File: src/hw/rtl/irpw_pkg.sv
// irpw_pkg: shared types and constants of the pulse-width ir receiver
// no dependencies; used by the interfaces and every rtl module
`timescale 1ns / 1ps

package irpw_pkg;

    // payload widths
    localparam int LEN_W  = 8;
    localparam int TOL_W  = 6;
    localparam int BYTE_W = 8;
    localparam int CFG_IDX_W  = 2;
    localparam int CFG_DATA_W = 8;

    // register reset values
    localparam logic [TOL_W-1:0] TOLERANCE_RESET    = 6'd2;
    localparam logic [LEN_W-1:0] START_LENGTH_RESET = 8'd24;
    localparam logic [LEN_W-1:0] ZERO_LENGTH_RESET  = 8'd6;
    localparam logic [LEN_W-1:0] ONE_LENGTH_RESET   = 8'd12;

    // pulse counter saturation value
    localparam logic [LEN_W-1:0] LEN_MAX = 8'hFF;

    // dallas crc-8, reflected polynomial
    localparam logic [BYTE_W-1:0] CRC_POLY = 8'h8C;

    // configuration register indexes
    typedef enum logic [CFG_IDX_W-1:0] {
        CFG_TOLERANCE    = 2'd0,
        CFG_START_LENGTH = 2'd1,
        CFG_ZERO_LENGTH  = 2'd2,
        CFG_ONE_LENGTH   = 2'd3
    } cfg_index_t;

    // frame status codes
    typedef enum logic [1:0] {
        STATUS_ACCEPTED  = 2'd0,
        STATUS_CRC_ERROR = 2'd1,
        STATUS_ZERO_BYTE = 2'd2
    } status_t;

    // frame phase
    typedef enum logic [1:0] {
        PHASE_HUNT = 2'd0,
        PHASE_CMD  = 2'd1,
        PHASE_CRC  = 2'd2
    } phase_t;

    // configuration register set
    typedef struct packed {
        logic [TOL_W-1:0] tolerance;
        logic [LEN_W-1:0] start_length;
        logic [LEN_W-1:0] zero_length;
        logic [LEN_W-1:0] one_length;
    } cfg_t;

    // pulse class flags
    typedef struct packed {
        logic is_start;
        logic is_zero;
        logic is_one;
    } pulse_class_t;

    // one completed frame
    typedef struct packed {
        logic [BYTE_W-1:0] data_byte;
        status_t           frame_status;
    } result_t;

endpackage

File: src/hw/rtl/irpw_if.sv
// irpw_if: valid/ready channel interfaces for line samples, frame results and config writes
// depends on irpw_pkg for payload widths
`timescale 1ns / 1ps

// one line sample per transfer
interface irpw_line_if;
    logic valid;
    logic ready;
    logic line_active;

    modport source (output valid, output line_active, input ready);
    modport sink   (input valid, input line_active, output ready);
endinterface

// one decoded frame per transfer
interface irpw_frame_if;
    logic                       valid;
    logic                       ready;
    logic [irpw_pkg::BYTE_W-1:0] data_byte;
    logic [1:0]                 frame_status;

    modport source (output valid, output data_byte, output frame_status, input ready);
    modport sink   (input valid, input data_byte, input frame_status, output ready);
endinterface

// register write channel
interface irpw_cfg_if;
    logic                           valid;
    logic                           ready;
    logic [irpw_pkg::CFG_IDX_W-1:0]  index;
    logic [irpw_pkg::CFG_DATA_W-1:0] data;

    modport source (output valid, output index, output data, input ready);
    modport sink   (input valid, input index, input data, output ready);
endinterface

File: src/hw/rtl/ir_pulse_width_receiver_crc8.sv
// ir_pulse_width_receiver_crc8: top level, sample register, config registers, result register
// depends on irpw_pkg, irpw_if and irpw_frame
`timescale 1ns / 1ps

// channel  modport  payload                    role
// line     sink     line_active                one receiver sample per tick
// frame    source   data_byte, frame_status    one decoded frame
// cfg      sink     index, data                register writes, always ready
//
// one sample is taken every cycle unless the line stalls; the sample that ends the closing
// start pulse passes the sample register, then the result register, where the result is valid.
// reset clears the frame state and loads the register defaults.
// line stalls only when a sample that completes a frame waits on a full,
// untaken result register; all other samples keep flowing.

module ir_pulse_width_receiver_crc8
#(
    parameter int BITS_PER_FIELD = 8
)
(
    input  logic               clk,
    input  logic               rst_n,
    irpw_line_if.sink          line,
    irpw_frame_if.source       frame,
    irpw_cfg_if.sink           cfg
);

    logic                  s1_valid_reg;
    logic                  s1_valid_next;
    logic                  s1_level_reg;
    logic                  s1_advance;
    logic                  produce;
    irpw_pkg::result_t     result;
    irpw_pkg::cfg_t        cfg_reg;
    irpw_pkg::cfg_t        cfg_next;
    logic                  out_valid_reg;
    logic                  out_valid_next;
    irpw_pkg::result_t     out_reg;
    logic                  out_load;

    // sample stage moves on unless its frame result finds the result register blocked
    assign s1_advance = s1_valid_reg && (!produce || !out_valid_reg || frame.ready);
    assign line.ready = !s1_valid_reg || s1_advance;
    assign out_load   = s1_advance && produce;

    // sample register
    always_comb
    begin
        s1_valid_next = s1_valid_reg;
        if (line.ready)
            s1_valid_next = line.valid;
    end

    always_ff @(posedge clk or negedge rst_n)
    begin
        if (!rst_n)
            s1_valid_reg <= 1'b0;
        else
            s1_valid_reg <= s1_valid_next;
    end

    always_ff @(posedge clk)
    begin
        if (line.valid && line.ready)
            s1_level_reg <= line.line_active;
    end

    // register writes
    assign cfg.ready = 1'b1;

    always_comb
    begin
        cfg_next = cfg_reg;
        if (cfg.valid)
        begin
            unique case (cfg.index)
                irpw_pkg::CFG_TOLERANCE:    cfg_next.tolerance    = cfg.data[irpw_pkg::TOL_W-1:0];
                irpw_pkg::CFG_START_LENGTH: cfg_next.start_length = cfg.data;
                irpw_pkg::CFG_ZERO_LENGTH:  cfg_next.zero_length  = cfg.data;
                irpw_pkg::CFG_ONE_LENGTH:   cfg_next.one_length   = cfg.data;
                default:                    cfg_next = cfg_reg;
            endcase
        end
    end

    always_ff @(posedge clk or negedge rst_n)
    begin
        if (!rst_n)
        begin
            cfg_reg.tolerance    <= irpw_pkg::TOLERANCE_RESET;
            cfg_reg.start_length <= irpw_pkg::START_LENGTH_RESET;
            cfg_reg.zero_length  <= irpw_pkg::ZERO_LENGTH_RESET;
            cfg_reg.one_length   <= irpw_pkg::ONE_LENGTH_RESET;
        end
        else
            cfg_reg <= cfg_next;
    end

    // frame decoder
    irpw_frame
    #(
        .BITS_PER_FIELD (BITS_PER_FIELD)
    )
    u_frame
    (
        .clk          (clk),
        .rst_n        (rst_n),
        .sample_valid (s1_valid_reg),
        .step         (s1_advance),
        .level        (s1_level_reg),
        .cfg          (cfg_reg),
        .produce      (produce),
        .result       (result)
    );

    // result register
    always_comb
    begin
        out_valid_next = out_valid_reg;
        if (out_load)
            out_valid_next = 1'b1;
        else if (frame.ready)
            out_valid_next = 1'b0;
    end

    always_ff @(posedge clk or negedge rst_n)
    begin
        if (!rst_n)
            out_valid_reg <= 1'b0;
        else
            out_valid_reg <= out_valid_next;
    end

    always_ff @(posedge clk)
    begin
        if (out_load)
            out_reg <= result;
    end

    assign frame.valid        = out_valid_reg;
    assign frame.data_byte    = out_reg.data_byte;
    assign frame.frame_status = out_reg.frame_status;

`ifndef SYNTHESIS
    // a new result only comes from a sample held in the sample stage
    a_result_source: assert property (@(posedge clk) disable iff (!rst_n)
        $rose(out_valid_reg) |-> $past(s1_valid_reg) && $past(produce))
        else $error("result raised without a completing sample");

    // a blocked completing sample stays put
    a_hold_on_block: assert property (@(posedge clk) disable iff (!rst_n)
        s1_valid_reg && produce && out_valid_reg && !frame.ready
        |=> s1_valid_reg && $stable(s1_level_reg))
        else $error("completing sample lost while result register full");

    // an accepted frame never carries a zero byte
    a_accepted_nonzero: assert property (@(posedge clk) disable iff (!rst_n)
        out_valid_reg && (out_reg.frame_status == irpw_pkg::STATUS_ACCEPTED)
        |-> out_reg.data_byte != '0)
        else $error("accepted status with zero byte");
`endif

endmodule

File: src/hw/rtl/irpw_classify.sv
// irpw_classify: sorts a finished pulse length into start, zero and one classes
// depends on irpw_pkg for the config struct and class flags
`timescale 1ns / 1ps

module irpw_classify
(
    input  logic [irpw_pkg::LEN_W-1:0] pulse_len,
    input  irpw_pkg::cfg_t             cfg,
    output irpw_pkg::pulse_class_t     pulse_class
);

    // length within tolerance of nominal, bounds widened by one bit so nothing wraps
    function automatic logic fits(
        input logic [irpw_pkg::LEN_W-1:0] len,
        input logic [irpw_pkg::LEN_W-1:0] nominal,
        input logic [irpw_pkg::TOL_W-1:0] tol
    );
        logic [irpw_pkg::LEN_W:0] len_hi;
        logic [irpw_pkg::LEN_W:0] nom_hi;
        len_hi = {1'b0, len} + {{(irpw_pkg::LEN_W - irpw_pkg::TOL_W + 1){1'b0}}, tol};
        nom_hi = {1'b0, nominal} + {{(irpw_pkg::LEN_W - irpw_pkg::TOL_W + 1){1'b0}}, tol};
        return (len_hi >= {1'b0, nominal}) && ({1'b0, len} <= nom_hi);
    endfunction

    // three window compares in parallel
    always_comb
    begin
        pulse_class.is_start = fits(pulse_len, cfg.start_length, cfg.tolerance);
        pulse_class.is_zero  = fits(pulse_len, cfg.zero_length, cfg.tolerance);
        pulse_class.is_one   = fits(pulse_len, cfg.one_length, cfg.tolerance);
    end

endmodule

File: src/hw/rtl/irpw_frame.sv
// irpw_frame: pulse counter, frame phase, command shift and bit-serial crc-8
// depends on irpw_pkg and irpw_classify
`timescale 1ns / 1ps

module irpw_frame
#(
    parameter int BITS_PER_FIELD = 8
)
(
    input  logic                clk,
    input  logic                rst_n,
    input  logic                sample_valid,
    input  logic                step,
    input  logic                level,
    input  irpw_pkg::cfg_t      cfg,
    output logic                produce,
    output irpw_pkg::result_t   result
);

    localparam int CW = $clog2(BITS_PER_FIELD + 1);
    localparam logic [CW-1:0] FIELD_BITS = CW'(BITS_PER_FIELD);

    logic                         prev_level_reg;
    logic                         prev_level_next;
    logic [irpw_pkg::LEN_W-1:0]   pulse_len_reg;
    logic [irpw_pkg::LEN_W-1:0]   pulse_len_next;
    irpw_pkg::phase_t             phase_reg;
    irpw_pkg::phase_t             phase_next;
    logic [CW-1:0]                bit_pos_reg;
    logic [CW-1:0]                bit_pos_next;
    logic [irpw_pkg::BYTE_W-1:0]  cmd_reg;
    logic [irpw_pkg::BYTE_W-1:0]  cmd_next;
    logic [irpw_pkg::BYTE_W-1:0]  crc_reg;
    logic [irpw_pkg::BYTE_W-1:0]  crc_next;
    irpw_pkg::pulse_class_t       pulse_class;
    logic                         pulse_end;
    logic                         in_field;
    logic                         rx_bit;
    logic                         crc_fb;

    irpw_classify u_classify
    (
        .pulse_len   (pulse_len_reg),
        .cfg         (cfg),
        .pulse_class (pulse_class)
    );

    // pulse ends on the first inactive sample
    assign pulse_end = !level && prev_level_reg;
    assign in_field  = (phase_reg == irpw_pkg::PHASE_CMD) ||
                       (phase_reg == irpw_pkg::PHASE_CRC);
    assign produce   = sample_valid && pulse_end && pulse_class.is_start &&
                       (phase_reg == irpw_pkg::PHASE_CRC);

    // next phase
    always_comb
    begin
        phase_next = phase_reg;
        if (pulse_end && pulse_class.is_start)
        begin
            unique case (phase_reg)
                irpw_pkg::PHASE_HUNT: phase_next = irpw_pkg::PHASE_CMD;
                irpw_pkg::PHASE_CMD:  phase_next = irpw_pkg::PHASE_CRC;
                irpw_pkg::PHASE_CRC:  phase_next = irpw_pkg::PHASE_HUNT;
                default:              phase_next = irpw_pkg::PHASE_CMD;
            endcase
        end
    end

    // bit decision and crc feedback
    assign rx_bit = !pulse_class.is_zero && pulse_class.is_one;
    assign crc_fb = crc_reg[0] ^ rx_bit;

    // counter, bit position, command shift and crc
    always_comb
    begin
        prev_level_next = level;
        pulse_len_next  = pulse_len_reg;
        bit_pos_next    = bit_pos_reg;
        cmd_next        = cmd_reg;
        crc_next        = crc_reg;
        if (level)
        begin
            if (pulse_len_reg != irpw_pkg::LEN_MAX)
                pulse_len_next = pulse_len_reg + 1'b1;
        end
        else if (prev_level_reg)
        begin
            pulse_len_next = '0;
            if (in_field)
            begin
                if (pulse_class.is_start)
                    bit_pos_next = '0;
                else if (bit_pos_reg < FIELD_BITS)
                begin
                    if (phase_reg == irpw_pkg::PHASE_CMD)
                    begin
                        for (int i = 0; i < BITS_PER_FIELD; i++)
                        begin
                            if (bit_pos_reg == CW'(i))
                                cmd_next[i] = cmd_reg[i] | rx_bit;
                        end
                    end
                    crc_next     = (crc_reg >> 1) ^ (crc_fb ? irpw_pkg::CRC_POLY : '0);
                    bit_pos_next = bit_pos_reg + 1'b1;
                end
            end
            else if (pulse_class.is_start)
            begin
                bit_pos_next = '0;
                cmd_next     = '0;
                crc_next     = '0;
            end
        end
    end

    // result of a closing start pulse
    always_comb
    begin
        result.data_byte = cmd_reg;
        if (crc_reg != '0)
            result.frame_status = irpw_pkg::STATUS_CRC_ERROR;
        else if (cmd_reg == '0)
            result.frame_status = irpw_pkg::STATUS_ZERO_BYTE;
        else
            result.frame_status = irpw_pkg::STATUS_ACCEPTED;
    end

    // state registers advance once per sample
    always_ff @(posedge clk or negedge rst_n)
    begin
        if (!rst_n)
        begin
            prev_level_reg <= 1'b0;
            pulse_len_reg  <= '0;
            phase_reg      <= irpw_pkg::PHASE_HUNT;
            bit_pos_reg    <= '0;
            cmd_reg        <= '0;
            crc_reg        <= '0;
        end
        else if (step)
        begin
            prev_level_reg <= prev_level_next;
            pulse_len_reg  <= pulse_len_next;
            phase_reg      <= phase_next;
            bit_pos_reg    <= bit_pos_next;
            cmd_reg        <= cmd_next;
            crc_reg        <= crc_next;
        end
    end

endmodule

File: src/flat_wrapper.sv
// flat-port wrapper written by rule: the top's interface ports become plain ports
module ir_pulse_width_receiver_crc8_flat 
#(
    parameter int BITS_PER_FIELD = 8
)
  (clk, rst_n, line_valid, line_line_active, line_ready, frame_valid, frame_data_byte, frame_frame_status, frame_ready, cfg_valid, cfg_index, cfg_data, cfg_ready);
  irpw_line_if line_i ();
  irpw_frame_if frame_i ();
  irpw_cfg_if cfg_i ();
  input  logic clk;
  input  logic rst_n;
  input wire logic [$bits(line_i.valid)-1:0] line_valid;
  input wire logic [$bits(line_i.line_active)-1:0] line_line_active;
  output wire logic [$bits(line_i.ready)-1:0] line_ready;
  output wire logic [$bits(frame_i.valid)-1:0] frame_valid;
  output wire logic [$bits(frame_i.data_byte)-1:0] frame_data_byte;
  output wire logic [$bits(frame_i.frame_status)-1:0] frame_frame_status;
  input wire logic [$bits(frame_i.ready)-1:0] frame_ready;
  input wire logic [$bits(cfg_i.valid)-1:0] cfg_valid;
  input wire logic [$bits(cfg_i.index)-1:0] cfg_index;
  input wire logic [$bits(cfg_i.data)-1:0] cfg_data;
  output wire logic [$bits(cfg_i.ready)-1:0] cfg_ready;
  assign line_i.valid = line_valid;
  assign line_i.line_active = line_line_active;
  assign line_ready = line_i.ready;
  assign frame_valid = frame_i.valid;
  assign frame_data_byte = frame_i.data_byte;
  assign frame_frame_status = frame_i.frame_status;
  assign frame_i.ready = frame_ready;
  assign cfg_i.valid = cfg_valid;
  assign cfg_i.index = cfg_index;
  assign cfg_i.data = cfg_data;
  assign cfg_ready = cfg_i.ready;
  ir_pulse_width_receiver_crc8 #(.BITS_PER_FIELD(BITS_PER_FIELD)) u_core (.clk(clk), .rst_n(rst_n), .line(line_i), .frame(frame_i), .cfg(cfg_i));
endmodule
File: config.mk
export PLATFORM = sky130hd
export DESIGN_NAME = ir_pulse_width_receiver_crc8_flat
export DESIGN_NICKNAME = d
export VERILOG_FILES = /design/src/hw/rtl/irpw_pkg.sv /design/src/hw/rtl/irpw_if.sv /design/src/hw/rtl/ir_pulse_width_receiver_crc8.sv /design/src/hw/rtl/irpw_classify.sv /design/src/hw/rtl/irpw_frame.sv /design/src/flat_wrapper.sv
export SDC_FILE = /design/constraint.sdc
export NUM_CORES = 1
export LEC_CHECK = 0
export BUFFER_PORTS_ARGS = -buffer_cell sky130_fd_sc_hd__buf_2
export CORE_AREA = 2 2 143 103
export CTS_BUF_LIST = sky130_fd_sc_hd__clkbuf_16
export DETAILED_ROUTE_END_ITERATION = 10
export DIE_AREA = 0 0 145 105
export GPL_TIMING_DRIVEN = 0
export PLACE_DENSITY = 0.52
export RECOVER_POWER = 100
export SYNTH_ARGS = -nofsm -noshare
export SYNTH_HDL_FRONTEND = slang
export SYNTH_HIERARCHICAL = 1
export SYNTH_SLANG_ARGS = --single-unit
File: constraint.sdc
create_clock -name clk -period 6 [get_ports clk]
set_input_delay 0.6 -clock clk [delete_from_list [all_inputs] [get_ports clk]]
set_output_delay 0.6 -clock clk [all_outputs]
set_load 0.005 [all_outputs]
## Word level (Yosys, flattened, before mapping)

Cells that the tools add are included.

| operators by class | value |
|---|---|
| multiplexer cells | 28 |
| reduce and logical (&&, ||, !) cells | 54 |
| bitwise operators | 11 |
| add/subtract/negate cells | 6 |
| magnitude comparators | 7 |
| equality and inequality tests | 15 |

Operator list:

| cell | count |
|---|---|
| 8-bit two-way mux | 12 |
| 8-bit AND reduction | 8 |
| 8-bit by 6-bit adder with 9-bit output | 4 |
| 9-bit by 8-bit >= comparator with 1-bit output | 3 |
| 8-bit by 9-bit <= comparator with 1-bit output | 3 |
| 2-bit nonzero test | 13 |
| 4-bit by 3-bit == test with 1-bit output, second input constant | 4 |
| 4-bit two-way mux | 4 |
| 1-bit logical AND | 12 |
| 1-bit two-way mux | 10 |
| 2-bit AND reduction | 5 |
| 8-bit by 1-bit adder with 8-bit output, second input constant | 1 |
| 4-bit by 2-bit == test with 1-bit output, second input constant | 2 |
| 8-bit zero test | 1 |
| 8-bit inequality test, second input constant | 1 |
| 1-bit OR | 8 |
| 8-bit nonzero test | 1 |
| 7-bit by 8-bit XOR with 8-bit output | 1 |
| 2-bit == test, second input constant | 3 |
| 6-bit AND reduction | 1 |
| 1-bit zero test | 5 |
| 5-bit AND reduction | 1 |
| 4-bit by 1-bit adder with 4-bit output, second input constant | 1 |
| 2-bit by 1-bit == test with 1-bit output, second input constant | 2 |
| other kinds (11) | 15 |

| storage, ports and cells | value |
|---|---|
| flip-flop bits (word level) | 74 |
| bits of input ports | 16 |
| output and inout bits | 13 |
| word-level logic and storage cells | 143 |

## Longest topological paths before layout

| logic depth | value |
|---|---|
| word-level depth | 11 |
| depth in mapped cells | 23 |
| mapped depth without buffers | 20 |

## Hierarchy

Netlist, hierarchy kept.

Modules (own cells, without submodules):

| module | area each (um^2) | sequential area each (um^2) | instances | cells an instance |
|---|---|---|---|---|
| irpw_classify | 2182.1 | 0.0 | 1 | 282 |
| irpw_frame | 1669.1 | 775.7 | 1 | 165 |
| ir_pulse_width_receiver_crc8 | 1589.0 | 1139.8 | 1 | 87 |

## Worst setup path after synthesis

Ideal clock, no wire load.

| timing path | value |
|---|---|
| path kind | register to register |
| start | register u_core/cfg_reg[25] in the netlist's numbering |
| end | register u_core/u_frame/pulse_len_reg[7] in the netlist's numbering |
| path buffers | 2 |
| arrival | 4410 ps |
| library setup time | 69 ps |
| slack | 1521 ps |
| clock period less this slack | 4479 ps |
| stages on the path, launching flop included | 21 |
| data required time | 5931 ps |
| cells stage by stage | dfstp_2 -> inv_1 -> fa_1 -> nand2b_1 -> a21oi_1 -> o21a_1 -> nor2_1 -> xnor2_1 -> ha_1 -> a21o_1 -> a21oi_1 -> a32oi_1 -> buf_2 -> clkbuf_1 -> nand3b_1 -> nor2_1 -> a21boi_0 -> o21ai_2 -> a41o_4 -> or4b_1 -> nand3_1 |

RTL lines:

| item | line | RTL |
|---|---|---|
| start, declared | ir_pulse_width_receiver_crc8.sv:34 | `irpw_pkg::cfg_t cfg_reg;` |
| start signal, assigned | ir_pulse_width_receiver_crc8.sv:96 | `cfg_reg <= cfg_next;` |
| end signal, assigned | irpw_frame.sv:144 | `pulse_len_reg <= pulse_len_next;` |
| end, declared | irpw_frame.sv:25 | `logic [irpw_pkg::LEN_W-1:0] pulse_len_reg;` |

==> results by group <==
Outcome
  • Status: complete, but fails checks
  • Failing checks: max-capacitance violations, max-slew violations

Timing
  • Tcrit/Tclk final: 89.75%
  • Relative slew slack: -133.5%
  • RSZ-0062 raised after global routing: false
  • Max frequency: 185.7 MHz
  • Final setup violation count: 0
  • Fin. Hold Viols: 0
  • Worst clock skew: 0.006365 ns
  • Measured slew at the worst slew-check pin: 3.503 ns
  • Post-Route Setup TNS: 0 ns
  • Slew Limit Fails: 64
  • Min Tclk post-route: 5.385 ns

Clock network
  • Clock tree buffer depth: 2
  • Hold Buf Count CTS: 0
  • CTS tree: yes
  • Setup bufs post-CTS: 0
  • Skew-Pair Late Insertion Delay: 0.34 ns
  • Cts bufs inserted: 9
  • CTS H-tree depth: 3
  • Root buffer cell: clkbuf_16
  • CTS resizes: 0
  • Clk slew on worst S/H paths: 0.06 ns
  • CTS sink cnt: 74

Cells and area
  • NumNets Final: 671
  • Final core utilization: 44.24%
  • FILL cells: 1,337
  • Largest register FFs: 30
  • Antenna cells: 0
  • Ratio of cells with drive above 1 in the final layout: 16.46%
  • Layout overhead on the synthesized area: 11.71%

Synth
  • Post-synth cell types: 67
  • Compound-Gate Fraction of Synth Area: 15.75%
  • Multiplexer area fraction after synthesis: 7.383%
  • Synthesized cell area: 5440 um^2
  • Post-synthesis simple-gate area fraction: 15.20%
  • Ys Warns: 6
  • Seq/Total Area, Yosys: 35.21%
  • Largest family of logic cells by synthesized area: adder cells
  • Post-Syn Instances: 534
  • Async set-reset flop share out of synthesis: 85.14%
  • Synth top area cells: dfrtp_1, ha_1, mux2_2
  • Avg Cell Area, Syn: 10.19 um^2
  • Xor/xnor share of the synthesized area: 3.381%
  • #FFs+latches synth: 74
  • Syn_nets: 633
  • Yosys top cell by area: dfrtp_1
  • Number of synthesized flops with an enable pin: 11
  • Prevailing post-synth register cell: dfrtp_1
  • Top cell type's share of synthesized area: 25.76%
  • Post-Synth Adder-Cell Area: 19.64%

Power
  • Worst VDD drop: 167.2 uV
  • Total Power: 2.687 mW
  • Pwr/cell area: 442.2 nW/um^2
  • Leakage: 2.788 nW

Setup path
  • Worst path depth: 20
  • Reg-to-Reg End: u_core/u_frame/pulse_len_reg[7]
  • Worst path required time: 6.27 ns
  • R2R setup slack: 0.62 ns
  • Crit path buf inv count: 3
  • CP startpoint: u_core/cfg_reg[25]
  • Worst r2r src: u_core/cfg_reg[25]
  • Worst reg2reg path depth: 20
  • Worst-path cell chain: inv_1 -> fa_1 -> nand2b_1 -> a21oi_1 -> o21a_1 -> nor2_1 -> xnor2_1 -> ha_1 -> a21o_1 -> a21oi_1 -> a32oi_1 -> buf_2 -> clkbuf_1 -> nand3b_1 -> nor2_1 -> a21boi_0 -> o21ai_0 -> a41o_4 -> or4b_1 -> nand3_1
  • Crit Path Max Fanout: 10
  • Crit. End Element: flip-flop
  • Largest stage delay on the critical path: 0.68 ns
  • Critical path's slowest cell: dfstp_2
  • Startpoint class of the critical path: flip-flop
  • Capture point of the worst path: u_core/u_frame/pulse_len_reg[7]
  • Crit path kind: flip-flop to flip-flop
  • Largest delay share family, worst path: compound AO/OA/AOI/OAI gates
  • CP arrival: 5.66 ns

Worst hold path
  • Hold/Removal Path Class: input port to flip-flop

Routing
  • Vias/cell: 5.392
  • Number of DRC markers in iteration 0: 287
  • Final WL: 12.99 mm
  • DRC: 0
  • DR WL/cell: 16.94 um
  • Drt pass-1 iters: 5
  • Vias: 4,136
  • Post-route ant nets: 0

Flow run
  • Max-cap violations: 1

Floorplanning
  • Io pins: 29
  • Die Wd: 145 um
  • Num rows: 36
  • Core box area: 13,740 um^2
  • Initial core utilization: 39.60%
  • Die area: 15,230 um^2
  • Die Span Y: 105 um

Global route
  • Global-route usage over all layers: 18.10%
  • Number of global-route vias before repair: 4,100
  • Pin count of the biggest net entering global routing: 64
  • Initial antenna violation count: 0
  • Total grt overflow: 0
  • First-pass GRT wire length: 21.71 mm

Place
  • Hpwl dp: 10.03 mm
  • RePlAce Congestion: 0.8962
  • Port Buffer Count: 27
[stage by stage]
step                      std cells  hold slack (ns)  setup WS [ns]  instance area (um^2)
final                           767           0.4441         0.6151                  6077
after detailed placement        751           0.4642         0.6720                  5816
after floorplan                 534           0.3044          1.521                  5440
after global placement          751           0.4664         0.7051                  5813
after CTS                       767           0.3966         0.6463                  6117
after global routing            767           0.4305        0.09465                  6077
[routing by layer]
layer | up-vias | track usage [%] | wire length, um
met3 | 9 | 3.406 | 515
met2 | 84 | 26.12 | 5295
met5 | - | 0 | 0
li1 | 2047 | - | -
met4 | 0 | 3.253 | 98
met1 | 1996 | 28.03 | 7082
[cell type report]
| class | count | area [um^2] | share of cell area [%] |
|---|---|---|---|
| buffer | 7 | 36.28 | 0.5971 |
| clock buffer | 9 | 225.2 | 3.706 |
| clock inverter | 7 | 76.32 | 1.256 |
| inverter | 39 | 146.4 | 2.409 |
| multi-input combinational | 414 | 3314 | 54.54 |
| sequential | 74 | 1916 | 31.52 |
| tap | 190 | 237.7 | 3.912 |
| timing repair buffer | 27 | 125.1 | 2.059 |
[worst reg2reg max path, delay by kind of cell (launching register included)]
| family | cells | cell delay [ns] |
|---|---|---|
| AND/OR/NAND/NOR | 6 | 1.10 |
| buffers and inverters | 3 | 0.55 |
| adder cells (fa/ha/maj) | 2 | 0.82 |
| flip-flops | 1 | 0.68 |
| XOR/XNOR | 1 | 0.33 |
| AO/OA/AOI/OAI | 8 | 1.84 |
[power breakdown]
group	total, mW	leakage [nW]	internal [mW]	switching, mW
clock	0.549	0.148	0.326	0.223
combinational	1.35	1.76	0.583	0.765
sequential	0.790	0.877	0.635	0.156
total	2.69	2.79	1.54	1.14
[cells in the final DEF (no fill, tap or decap), types with 5 or more instances in the layout]
master     instances
edfxtp_1          11
nor4_1             7
mux2_2            33
a21o_1            13
o21ai_0           26
ha_1              79
xnor2_1           13
o21a_1             6
nand3_1           13
nor2_1            33
a31oi_1            9
nor3_1             5
inv_1             38
dfstp_2            7
nand4_1            9
nand2_1           37
nand2b_1          10
nor2b_1            5
clkbuf_16          9
a21oi_1           27
clkbuf_1          10
buf_2             21
dfrtp_1           56
xor2_1             8
and3_1             5
a22o_1             9
[cells by family after synthesis]
family,Yosys count
flops,74
mux,36
simple gates,148
other cells,1
xor+xnor,21
fa+ha+maj,83
buf+inv,46
compound gates,125
[cells in the mapped netlist, types with 3 or more instances]
master	instances
a22o_1	9
nand2_1	37
fa_1	4
nand3_1	12
dfrtp_1	56
mux2_2	33
o31ai_1	3
nor3_1	5
a21o_1	13
a311oi_1	3
o21a_1	6
mux2i_1	3
nor2_1	33
and2_1	4
and3_1	5
o21ai_2	3
nand4_1	9
edfxtp_1	11
o21ai_0	25
nor4_1	7
a31oi_1	9
xor2_1	8
o211ai_1	4
a21oi_1	27
dfstp_2	7
xnor2_1	13
nand4b_1	3
nand2b_1	10
ha_1	79
nor2b_1	5
inv_1	38
[worst min-delay path by stage]
stage                                   start                         to  slack, ns  cells after the start
floorplan                               rst_n          u_core/cfg_reg[0]       0.30                      0
global route                 line_line_active        u_core/s1_level_reg       0.43                      1
detailed placement  u_core/u_frame/cmd_reg[4]  u_core/frame.data_byte[4]       0.46                      0
finish                       line_line_active        u_core/s1_level_reg       0.44                      1
CTS                                     rst_n         u_core/cfg_reg[29]       0.40                      1
global placement    u_core/u_frame/cmd_reg[2]  u_core/frame.data_byte[2]       0.47                      0
No activity file was read; power rests on OpenSTA's default activity.
